File: src/design/dsp_pkg.sv
`default_nettype none
package dsp_pkg;

  // root widths of the two pipelined square roots
  localparam int D1_W = 32;
  localparam int D2_W = 36;
  // quotient bits kept by the pixel divider (limit is +-2^40)
  localparam int Q_W = 41;

  localparam logic [2:0] REG_FOCAL_X = 3'd0;
  localparam logic [2:0] REG_FOCAL_Y = 3'd1;
  localparam logic [2:0] REG_CENTER_X = 3'd2;
  localparam logic [2:0] REG_CENTER_Y = 3'd3;
  localparam logic [2:0] REG_SHIFT = 3'd4;
  localparam logic [2:0] REG_ALPHA = 3'd5;

  localparam logic [16:0] ONE_Q16 = 17'd65536;
  localparam logic [16:0] HALF_Q16 = 17'd32768;

  localparam logic signed [41:0] QLIM_POS = 42'h100_0000_0000;
  localparam logic signed [41:0] QLIM_NEG = 42'h300_0000_0000;

  typedef struct packed {
    logic [31:0] focal_x;
    logic [31:0] focal_y;
    logic signed [31:0] center_x;
    logic signed [31:0] center_y;
    logic signed [17:0] xi;
    logic [16:0] alpha;
    logic signed [35:0] w2;
  } cfg_t;

  typedef struct packed {
    logic ok;
    logic signed [31:0] x;
    logic signed [31:0] y;
    logic [36:0] nrm;
  } nrm_t;

endpackage
`default_nettype wire

File: src/design/dsp_cfg.sv
`default_nettype none
module dsp_cfg (
  input  logic            clk,
  input  logic            rst_n,
  input  logic            psel,
  input  logic            penable,
  input  logic            pwrite,
  input  logic [4:0]      paddr,
  input  logic [31:0]     pwdata,
  output logic [31:0]     prdata,
  output logic            busy,
  output dsp_pkg::cfg_t   cfg
);

  localparam logic [2:0] ST_IDLE = 3'd0;
  localparam logic [2:0] ST_LOAD = 3'd1;
  localparam logic [2:0] ST_W1 = 3'd2;
  localparam logic [2:0] ST_MUL = 3'd3;
  localparam logic [2:0] ST_RAD = 3'd4;
  localparam logic [2:0] ST_SQRT = 3'd5;
  localparam logic [2:0] ST_W2 = 3'd6;
  localparam logic [2:0] ST_FIX = 3'd7;

  logic [31:0] focal_x_r, focal_y_r, center_x_r, center_y_r;
  logic [17:0] shift_r;
  logic [16:0] alpha_r;
  logic [16:0] a_eff;
  logic wr, wr_shape;

  logic [2:0] state_r;
  logic [34:0] num_r, quo_r;
  logic [17:0] den_r;
  logic [18:0] rem_r;
  logic [5:0] cnt_r;
  logic [16:0] w1_r;
  logic signed [35:0] t1_r;
  logic [35:0] t2_r, rad_r;
  logic [17:0] root_r;
  logic neg_r;
  logic signed [35:0] w2_r;

  logic [18:0] rem_sh, rem_nx;
  logic [34:0] quo_nx;
  logic ge;
  logic [17:0] cand, root_nx;
  logic [35:0] sq;
  logic signed [37:0] rad_s;
  logic signed [18:0] sumw, sumw_abs;
  logic [16:0] p_v, q_v;

  assign wr = psel & penable & pwrite;
  assign wr_shape = wr & ((paddr[4:2] == dsp_pkg::REG_SHIFT) |
                          (paddr[4:2] == dsp_pkg::REG_ALPHA));

  always_ff @(posedge clk) begin
    if (!rst_n) begin
      focal_x_r <= 32'd32768000;
      focal_y_r <= 32'd32768000;
      center_x_r <= 32'd20971520;
      center_y_r <= 32'd15728640;
      shift_r <= '0;
      alpha_r <= dsp_pkg::HALF_Q16;
    end else if (wr) begin
      unique case (paddr[4:2])
        dsp_pkg::REG_FOCAL_X: focal_x_r <= pwdata;
        dsp_pkg::REG_FOCAL_Y: focal_y_r <= pwdata;
        dsp_pkg::REG_CENTER_X: center_x_r <= pwdata;
        dsp_pkg::REG_CENTER_Y: center_y_r <= pwdata;
        dsp_pkg::REG_SHIFT: shift_r <= pwdata[17:0];
        dsp_pkg::REG_ALPHA: alpha_r <= pwdata[16:0];
        default: ;
      endcase
    end
  end

  always_comb begin
    unique case (paddr[4:2])
      dsp_pkg::REG_FOCAL_X: prdata = focal_x_r;
      dsp_pkg::REG_FOCAL_Y: prdata = focal_y_r;
      dsp_pkg::REG_CENTER_X: prdata = center_x_r;
      dsp_pkg::REG_CENTER_Y: prdata = center_y_r;
      dsp_pkg::REG_SHIFT: prdata = {14'd0, shift_r};
      dsp_pkg::REG_ALPHA: prdata = {15'd0, alpha_r};
      default: prdata = '0;
    endcase
  end

  // alpha above one acts as one
  assign a_eff = (alpha_r > dsp_pkg::ONE_Q16) ? dsp_pkg::ONE_Q16 : alpha_r;

  always_comb begin
    if (a_eff > dsp_pkg::HALF_Q16) begin
      p_v = dsp_pkg::ONE_Q16 - a_eff;
      q_v = a_eff;
    end else begin
      p_v = a_eff;
      q_v = dsp_pkg::ONE_Q16 - a_eff;
    end
  end

  // shared restoring divider, one quotient bit a cycle
  always_comb begin
    rem_sh = {rem_r[17:0], num_r[34]};
    ge = (rem_sh >= {1'b0, den_r});
    rem_nx = ge ? (rem_sh - {1'b0, den_r}) : rem_sh;
    quo_nx = {quo_r[33:0], ge};
  end

  always_comb begin
    cand = root_r | (18'd1 << cnt_r[4:0]);
    sq = cand * cand;
    root_nx = (sq <= rad_r) ? cand : root_r;
    rad_s = ($signed({{2{t1_r[35]}}, t1_r}) <<< 1) + $signed({2'b00, t2_r})
            + $signed(38'h1_0000_0000);
    sumw = $signed({2'b00, w1_r}) + $signed({shift_r[17], shift_r});
    sumw_abs = sumw[18] ? -sumw : sumw;
  end

  always_ff @(posedge clk) begin
    if (!rst_n) begin
      state_r <= ST_LOAD;
    end else if (wr_shape) begin
      state_r <= ST_LOAD;
    end else begin
      unique case (state_r)
        ST_IDLE: ;
        ST_LOAD: begin
          num_r <= {2'b00, p_v, 16'd0};
          den_r <= {1'b0, q_v};
          rem_r <= '0;
          quo_r <= '0;
          cnt_r <= 6'd34;
          state_r <= ST_W1;
        end
        ST_W1: begin
          num_r <= {num_r[33:0], 1'b0};
          rem_r <= rem_nx;
          quo_r <= quo_nx;
          cnt_r <= cnt_r - 6'd1;
          if (cnt_r == '0) begin
            w1_r <= quo_nx[16:0];
            state_r <= ST_MUL;
          end
        end
        ST_MUL: begin
          t1_r <= $signed({1'b0, w1_r}) * $signed(shift_r);
          t2_r <= 36'($signed(shift_r) * $signed(shift_r));
          state_r <= ST_RAD;
        end
        ST_RAD: begin
          rad_r <= rad_s[37] ? '0 : rad_s[35:0];
          root_r <= '0;
          cnt_r <= 6'd17;
          state_r <= ST_SQRT;
        end
        ST_SQRT: begin
          root_r <= root_nx;
          cnt_r <= cnt_r - 6'd1;
          if (cnt_r == '0) begin
            if (root_nx == '0) begin
              // zero radicand
              w2_r <= '0;
              state_r <= ST_IDLE;
            end else begin
              num_r <= {1'b0, sumw_abs[17:0], 16'd0};
              den_r <= root_nx;
              neg_r <= sumw[18];
              rem_r <= '0;
              quo_r <= '0;
              cnt_r <= 6'd34;
              state_r <= ST_W2;
            end
          end
        end
        ST_W2: begin
          num_r <= {num_r[33:0], 1'b0};
          rem_r <= rem_nx;
          quo_r <= quo_nx;
          cnt_r <= cnt_r - 6'd1;
          if (cnt_r == '0) state_r <= ST_FIX;
        end
        ST_FIX: begin
          // floor for a negative quotient
          w2_r <= neg_r ? $signed(~{1'b0, quo_r} + {35'd0, (rem_r == '0)})
                        : $signed({1'b0, quo_r});
          state_r <= ST_IDLE;
        end
        default: state_r <= ST_IDLE;
      endcase
    end
  end

  assign busy = (state_r != ST_IDLE);

  always_comb begin
    cfg.focal_x = focal_x_r;
    cfg.focal_y = focal_y_r;
    cfg.center_x = $signed(center_x_r);
    cfg.center_y = $signed(center_y_r);
    cfg.xi = $signed(shift_r);
    cfg.alpha = a_eff;
    cfg.w2 = w2_r;
  end

endmodule
`default_nettype wire

File: config.mk
export PLATFORM = sky130hd
export DESIGN_NAME = dsp_cfg
export DESIGN_NICKNAME = d
export VERILOG_FILES = /design/src/design/dsp_pkg.sv /design/src/design/dsp_cfg.sv
export SDC_FILE = /design/constraint.sdc
export NUM_CORES = 2
export LEC_CHECK = 0
export BUFFER_PORTS_ARGS = -buffer_cell sky130_fd_sc_hd__buf_2
export CORE_UTILIZATION = 56
export CTS_BUF_LIST = sky130_fd_sc_hd__clkbuf_16
export DETAILED_ROUTE_END_ITERATION = 8
export PLACE_DENSITY = 0.7
export SLEW_MARGIN = 25
export SYNTH_ARGS = -nofsm -noshare
export SYNTH_HDL_FRONTEND = slang
export SYNTH_SLANG_ARGS = --single-unit
File: constraint.sdc
create_clock -name clk -period 38.4 [get_ports clk]
set_clock_uncertainty 0.05 [all_clocks]
set_input_delay 5.76 -clock clk [delete_from_list [all_inputs] [get_ports clk]]
set_output_delay 5.76 -clock clk [all_outputs]
set_load 0.01 [all_outputs]
After elaboration in Yosys (flattened, before gate mapping) --
Index checks and enable logic that the tools add are counted.
Word-level totals: bits of input ports 42, bits in registers 459, word-level logic and storage cells 122, output and inout bits 232
Cells by class: $mul 3, bitwise logic cells 9, equal/unequal tests 17, add/sub/neg operators 8, multiplexer cells 32, order comparisons 4, shift operators 1, reductions and logical operators 29
Operator list (count):
- 35-bit case mux with 3 select lines | 2
- 32-bit case mux with 6 select lines | 1
- 35-bit two-way mux | 4
- 18-bit by 18-bit multiplier with 36-bit output | 3
- 36-bit two-way mux | 3
- 18-bit two-way mux | 4
- 18-bit case mux with 2 select lines | 2
- 36-bit case mux with 2 select lines | 1
- 19-bit two-way mux | 3
- 19-bit case mux with 3 select lines | 1
- 17-bit two-way mux | 3
- 37-bit by 37-bit adder with 38-bit output | 1
- 38-bit by 34-bit adder with 38-bit output, second input constant | 1
- 36-bit by 1-bit adder with 36-bit output | 1
- 36-bit less-or-equal comparator | 1
- 35-bit inverter with 36-bit output | 1
- 6-bit case mux with 4 select lines | 1
- 3-bit case mux with 7 select lines | 1
- 5-bit AND reduction | 4
- 18-bit by 18-bit adder with 19-bit output | 1
- 19-bit by 18-bit greater-or-equal comparator with 1-bit output | 1
- 19-bit logical NOT | 1
- 19-bit by 18-bit subtractor with 19-bit output | 1
- 3-bit equality test, second input constant | 6
- 26 further kinds | 55

Longest topological paths before layout --
depth after elaboration 9, gate-level depth with buffers 44, mapped depth without buffers 41

Worst setup path before layout --
Ideal clock, no wire load.
path type register to register, start register cnt_r[0], end register w2_r[0], enable pin, period minus slack after synthesis 13180 ps, arrival 12611 ps, slack 25220 ps, buffers on the path 2, required time 37831 ps, cell stages (with the launch flop) 42, library setup time 519 ps, path through edfxtp_1 inv_1 ha_1 nor2b_1 a31oi_1 inv_1 clkbuf_1 nand2_1 inv_1 fa_1 inv_1 fa_1 inv_1 fa_1 inv_1 fa_1 fa_1 fa_1 [... 6 more ...] o31ai_2 a32oi_1 nand3_1 nand2_1 o31ai_1 xnor2_1 ha_1 nand4_1 nor4_1 nor3b_1 o21ai_0 nand4_1 o21ai_0 buf_2 o21a_1 nor4_4 a21oi_1 nor4_1
On the way: cells in the longest elaborated chain, start to end 8, elaborated cells between the ends (all ways) 10, classes of those cells mul: 1; order compare: 1; eq/ne: 2; shift: 1; mux: 1; bitwise: 1; reduce/logical: 3
RTL lines:
- start: declaration | line dsp_cfg.sv:34 | logic [5:0] cnt_r;
- start signal: assignment | line dsp_cfg.sv:139 | cnt_r <= cnt_r - 6'd1;
- start signal: assignment | line dsp_cfg.sv:158 | cnt_r <= cnt_r - 6'd1;
- start signal: assignment | line dsp_cfg.sv:179 | cnt_r <= cnt_r - 6'd1;
- 1-bit by 5-bit << shifter with 18-bit output | line dsp_cfg.sv:110 | cand = root_r | (18'd1 << cnt_r[4:0]);
- 18-bit OR | line dsp_cfg.sv:110
- 18-bit by 18-bit multiplier with 36-bit output | line dsp_cfg.sv:111 | sq = cand * cand;
- 36-bit less-or-equal comparator | line dsp_cfg.sv:112 | root_nx = (sq <= rad_r) ? cand : root_r;
- 18-bit two-way mux | line dsp_cfg.sv:112
- 18-bit logical NOT | line dsp_cfg.sv:160 | if (root_nx == '0) begin
- 2-bit != test (no source line)
- 5-bit AND reduction (no source line) *
- end signal: assignment | line dsp_cfg.sv:184 | w2_r <= neg_r ? $signed(~{1'b0, quo_r} + {35'd0, (rem_r == '0)})
- end: declaration | line dsp_cfg.sv:40 | logic signed [35:0] w2_r;
Every way passes the cells marked *; elsewhere a longest branch is shown, timed or not. A chain may end at the register's enable or synchronous reset.

Final worst setup path --
start input port paddr[3], end output port prdata[9]
On the way: cells in the longest elaborated chain, start to end 2, elaborated cells between the ends (all ways) 7, classes of those cells eq/ne: 5; mux: 1; reduce/logical: 1
RTL lines:
- start: declaration | line dsp_cfg.sv:8 | input logic [4:0] paddr,
- 3-bit equality test, or another cell as far along | line dsp_cfg.sv:77 | unique case (paddr[4:2])
- 32-bit case mux with 6 select lines * | line dsp_cfg.sv:77
- end: declaration | line dsp_cfg.sv:10 | output logic [31:0] prdata,
Marked as above.

==> run_results.csv <==
group,metric,value,unit
critical_path,startpoint_type,"input pin",
clocking,clkLatencyLatePin,0.63,ns
floorplan,floorplan.initialDensity,56.8,%
routing,dr.pass1.iters,8,
critical_path,r2r_cells,39,
yosys,syn_area,53400,um^2
grt,grt_pass1_vias,41300,
critical_path,cp.required,32.59,ns
yosys,ys_async_sr_fraction,0,%
clocking,htree_levels,2,
place,post-place-ws,24.89,ns
yosys,synthDistinctLibCells,80,
critical_path,r2r_slack,25.96,ns
sta,fin_crit,13.56,ns
sta,slew_headroom,31.4,%
routing,wl,136000,um
hold_path,hold_path.class,"reg2reg",
critical_path,critPathLaunch,"paddr[3]",
floorplan,rows,112,
critical_path,r2r_start,"cnt_r[0]",
yosys,syn_avg_cell_area,9.23,um^2
yosys,synth-simple-area-share,14.5,%
floorplan,io_pins,274,
power,vdd_drop_max,0.325,mV
routing,viasPerCell,5.65,
critical_path,cp.depth,7,
yosys,synth_xor_area_share,3.56,%
power,p_leak,27.4,nW
critical_path,critPathMaxStageDelay,0.68,ns
yosys,synthFlopType,"edfxtp_1",
yosys,synthAdderAreaFrac,39.8,%
critical_path,slowest_stage,"nor2b_2",
critical_path,cp-end-kind,"output port",
yosys,syn-instance-count,5782,
floorplan,die-area,96500,um^2
yosys,synth_edf_count,276,
grt,grt_overflow,0,
grt,grt_usage,28.6,%
floorplan,die_h,311,um
yosys,muxShareOfSynthArea,0.190,%
clocking,cts.sinks,442,
critical_path,reg2reg_to,"quo_r[4]",
clocking,hold_buffers,0,
place,dpl.hpwl,104000,um
yosys,synth_top_family_by_area,"adder cells",
sta,max_freq,73.7,MHz
place,port_buffers,271,
sta,finalSetupTns,0,ns
critical_path,critPathTopFamily,"simple AND/OR/NAND/NOR gates",
status,status,"finished, final reports clean",
finish,final_cell_mix,"1,068 x inv_1, 783 x nand2_1, 758 x fa_1",
sta,fin_crit_sh,35.3,%
clocking,post_cts_resized,0,
floorplan,coreArea,93900,um^2
critical_path,cp_max_fo,19,
yosys,synth_seq_area_share,21.8,%
yosys,synth_nets,7068,
routing,first_iter_violations,3223,
critical_path,crit_type,"in2out",
grt,antenna_found_initial,5,
sta,rsz0062_at_grt,"no",
critical_path,cp_cell_sequence,"buf_2 > nor2b_1 > nor2b_2 > buf_4 > a22oi_1 > nand3_1 > buf_2",
routing,ant_nets,0,
clocking,cts_buffer_depth,3,
yosys,yosys_warnings,0,
place,gp_congestion,0.901,
floorplan,die_w,311,um
routing,wl_per_cell,18.9,um
sta,worstMarginPinSlew,1.03,ns
critical_path,cp_num_buf_inv,3,
yosys,synth_compound_area_share,10.9,%
finish,final_common_cell,"inv_1",
routing,drc,0,
clocking,path_clk_slew,0.06,ns
critical_path,endpoint,"prdata[9]",
clocking,cts_setup_buffers,0,
finish,fin_nets,7213,
critical_path,cp_common_cell,"buf_2",
power,powerDensity,93.2,nW/um^2
yosys,ys_seq_elements,442,
grt,grt_max_degree,85,
clocking,cts_root_buf,"clkbuf_16",
routing,vias,40800,
clocking,cts_tree,"done",
sta,setup_viol,0,
finish,syn2layout_area_growth,7.79,%
finish,drive_above_1_share,7.95,%
grt,grt_pass1_wl,220000,um
critical_path,arrival,7.75,ns
sta,hold_viol_final,0,
sta,slew_violations,0,
clocking,cts-buffers-inserted,47,
sta,setup_ws,24.84,ns
run,cap_violations,0,
-- metal layers --
layer  up-vias  track usage, %  share of wire, %
met5         -               0             0.010
met4         2            9.52               3.3
met3       240            3.55               6.6
met2      1292            48.3                49
met1     20400            38.1                41
li1      18800               -                 -
-- worst reg2reg max path, delay by kind of cell (launching register included) --
family / cells / cell delay [ns]
AO/OA/AOI/OAI: 10 / 2.78
XOR/XNOR: 1 / 0.13
adder cells (fa/ha/maj): 9 / 3.59
buffers and inverters: 8 / 2.13
flip-flops: 1 / 0.45
AND/OR/NAND/NOR: 11 / 2.85
-- layout make-up --
class / instances / area (um^2)
Sequential cell: 442 / 11600
Antenna cell: 5 / 12.5
Timing Repair Buffer: 336 / 1850
Fill cell: 8146 / 36400
Clock buffer: 51 / 1280
Tap cell: 1254 / 1570
Clock inverter: 34 / 254
Multi-Input combinational cell: 4032 / 36900
Inverter: 1068 / 4010
-- synthesized netlist by cell type, types with 13 or more instances --
cell type  number  share of area (%)
inv_1        1060                7.5
nand2_1       783                5.5
fa_1          758                 28
ha_1          486                 11
nor2_1        317                2.2
edfxtp_1      276                 16
clkbuf_1      230                1.6
and2_1        191                2.2
a21oi_1       188                1.8
dfxtp_1       166                6.2
a21boi_0      153                2.2
xnor2_1       125                2.1
o21ai_0       119                1.1
nand3_1        99               0.93
xor2_1         92                1.5
a21o_1         90                1.3
nor3_1         73               0.68
a22oi_1        54               0.76
nand2b_1       52               0.61
nor2b_1        41               0.48
o21a_1         32               0.45
a211oi_1       27               0.38
or2_2          26               0.30
a31oi_1        24               0.28
and3_1         23               0.27
nand4_1        23               0.27
nor4_1         20               0.23
o21bai_1       20               0.28
o31ai_1        20               0.28
a221o_1        18               0.34
or3_1          18               0.21
a22o_1         15               0.25
o22ai_1        13               0.15
-- registers in the layout, indices dropped and copies added (netlist names) --
name and count:
quo_r 35, neg_r 1, t1_r 36, rem_r 19, t2_r 35, state_r 3
num_r 19, center_x_r 32, rad_r 36, root_r 18, alpha_r 17, focal_x_r 32
w1_r 17, cnt_r 6, center_y_r 32, den_r 18, shift_r 18, w2_r 36
focal_y_r 32
-- where the power goes --
part	switching [mW]	internal, mW	total (mW)
logic	2.36	1.94	4.30
registers	0.0354	0.566	0.602
clock network	0.202	0.254	0.456
-- logic make-up after synthesis --
| logic type | after synthesis |
|---|---|
| AND/OR/NAND/NOR | 1700 |
| flip-flops | 442 |
| other | 1 |
| buffers and inverters | 1308 |
| AO/OA/AOI/OAI | 860 |
| XOR/XNOR | 217 |
| adder cells (fa/ha/maj) | 1244 |
| multiplexers | 10 |
-- through the flow --
stage | instance area (um^2) | hold WS, ns | power (mW) | cells | utilization (%)
after floorplan | 53400 | 0.371 | 3.98 | 5782 | -
after global placement | 55900 | 0.400 | 4.82 | 7131 | 59.6
after detailed placement | 56000 | 0.414 | 4.91 | 7131 | 59.6
after CTS | 57500 | 0.423 | 5.40 | 7216 | 61.2
after global routing | 57500 | 0.441 | 6.00 | 7221 | 61.3
final | 57500 | 0.422 | 5.36 | 7222 | 61.3
-- how the worst min path moves through the flow --
stage / startpoint / endpoint / slack, ns / cells past startpoint
detailed placement: shift_r[1] / shift_r[1] / 0.41 / 2
floorplan: quo_r[9] / w1_r[10] / 0.37 / 0
CTS: shift_r[1] / shift_r[1] / 0.42 / 2
global placement: shift_r[1] / shift_r[1] / 0.40 / 2
global route: shift_r[1] / shift_r[1] / 0.44 / 2
finish: shift_r[1] / shift_r[1] / 0.42 / 2
Note: power is estimated with default switching activity, not from simulation.
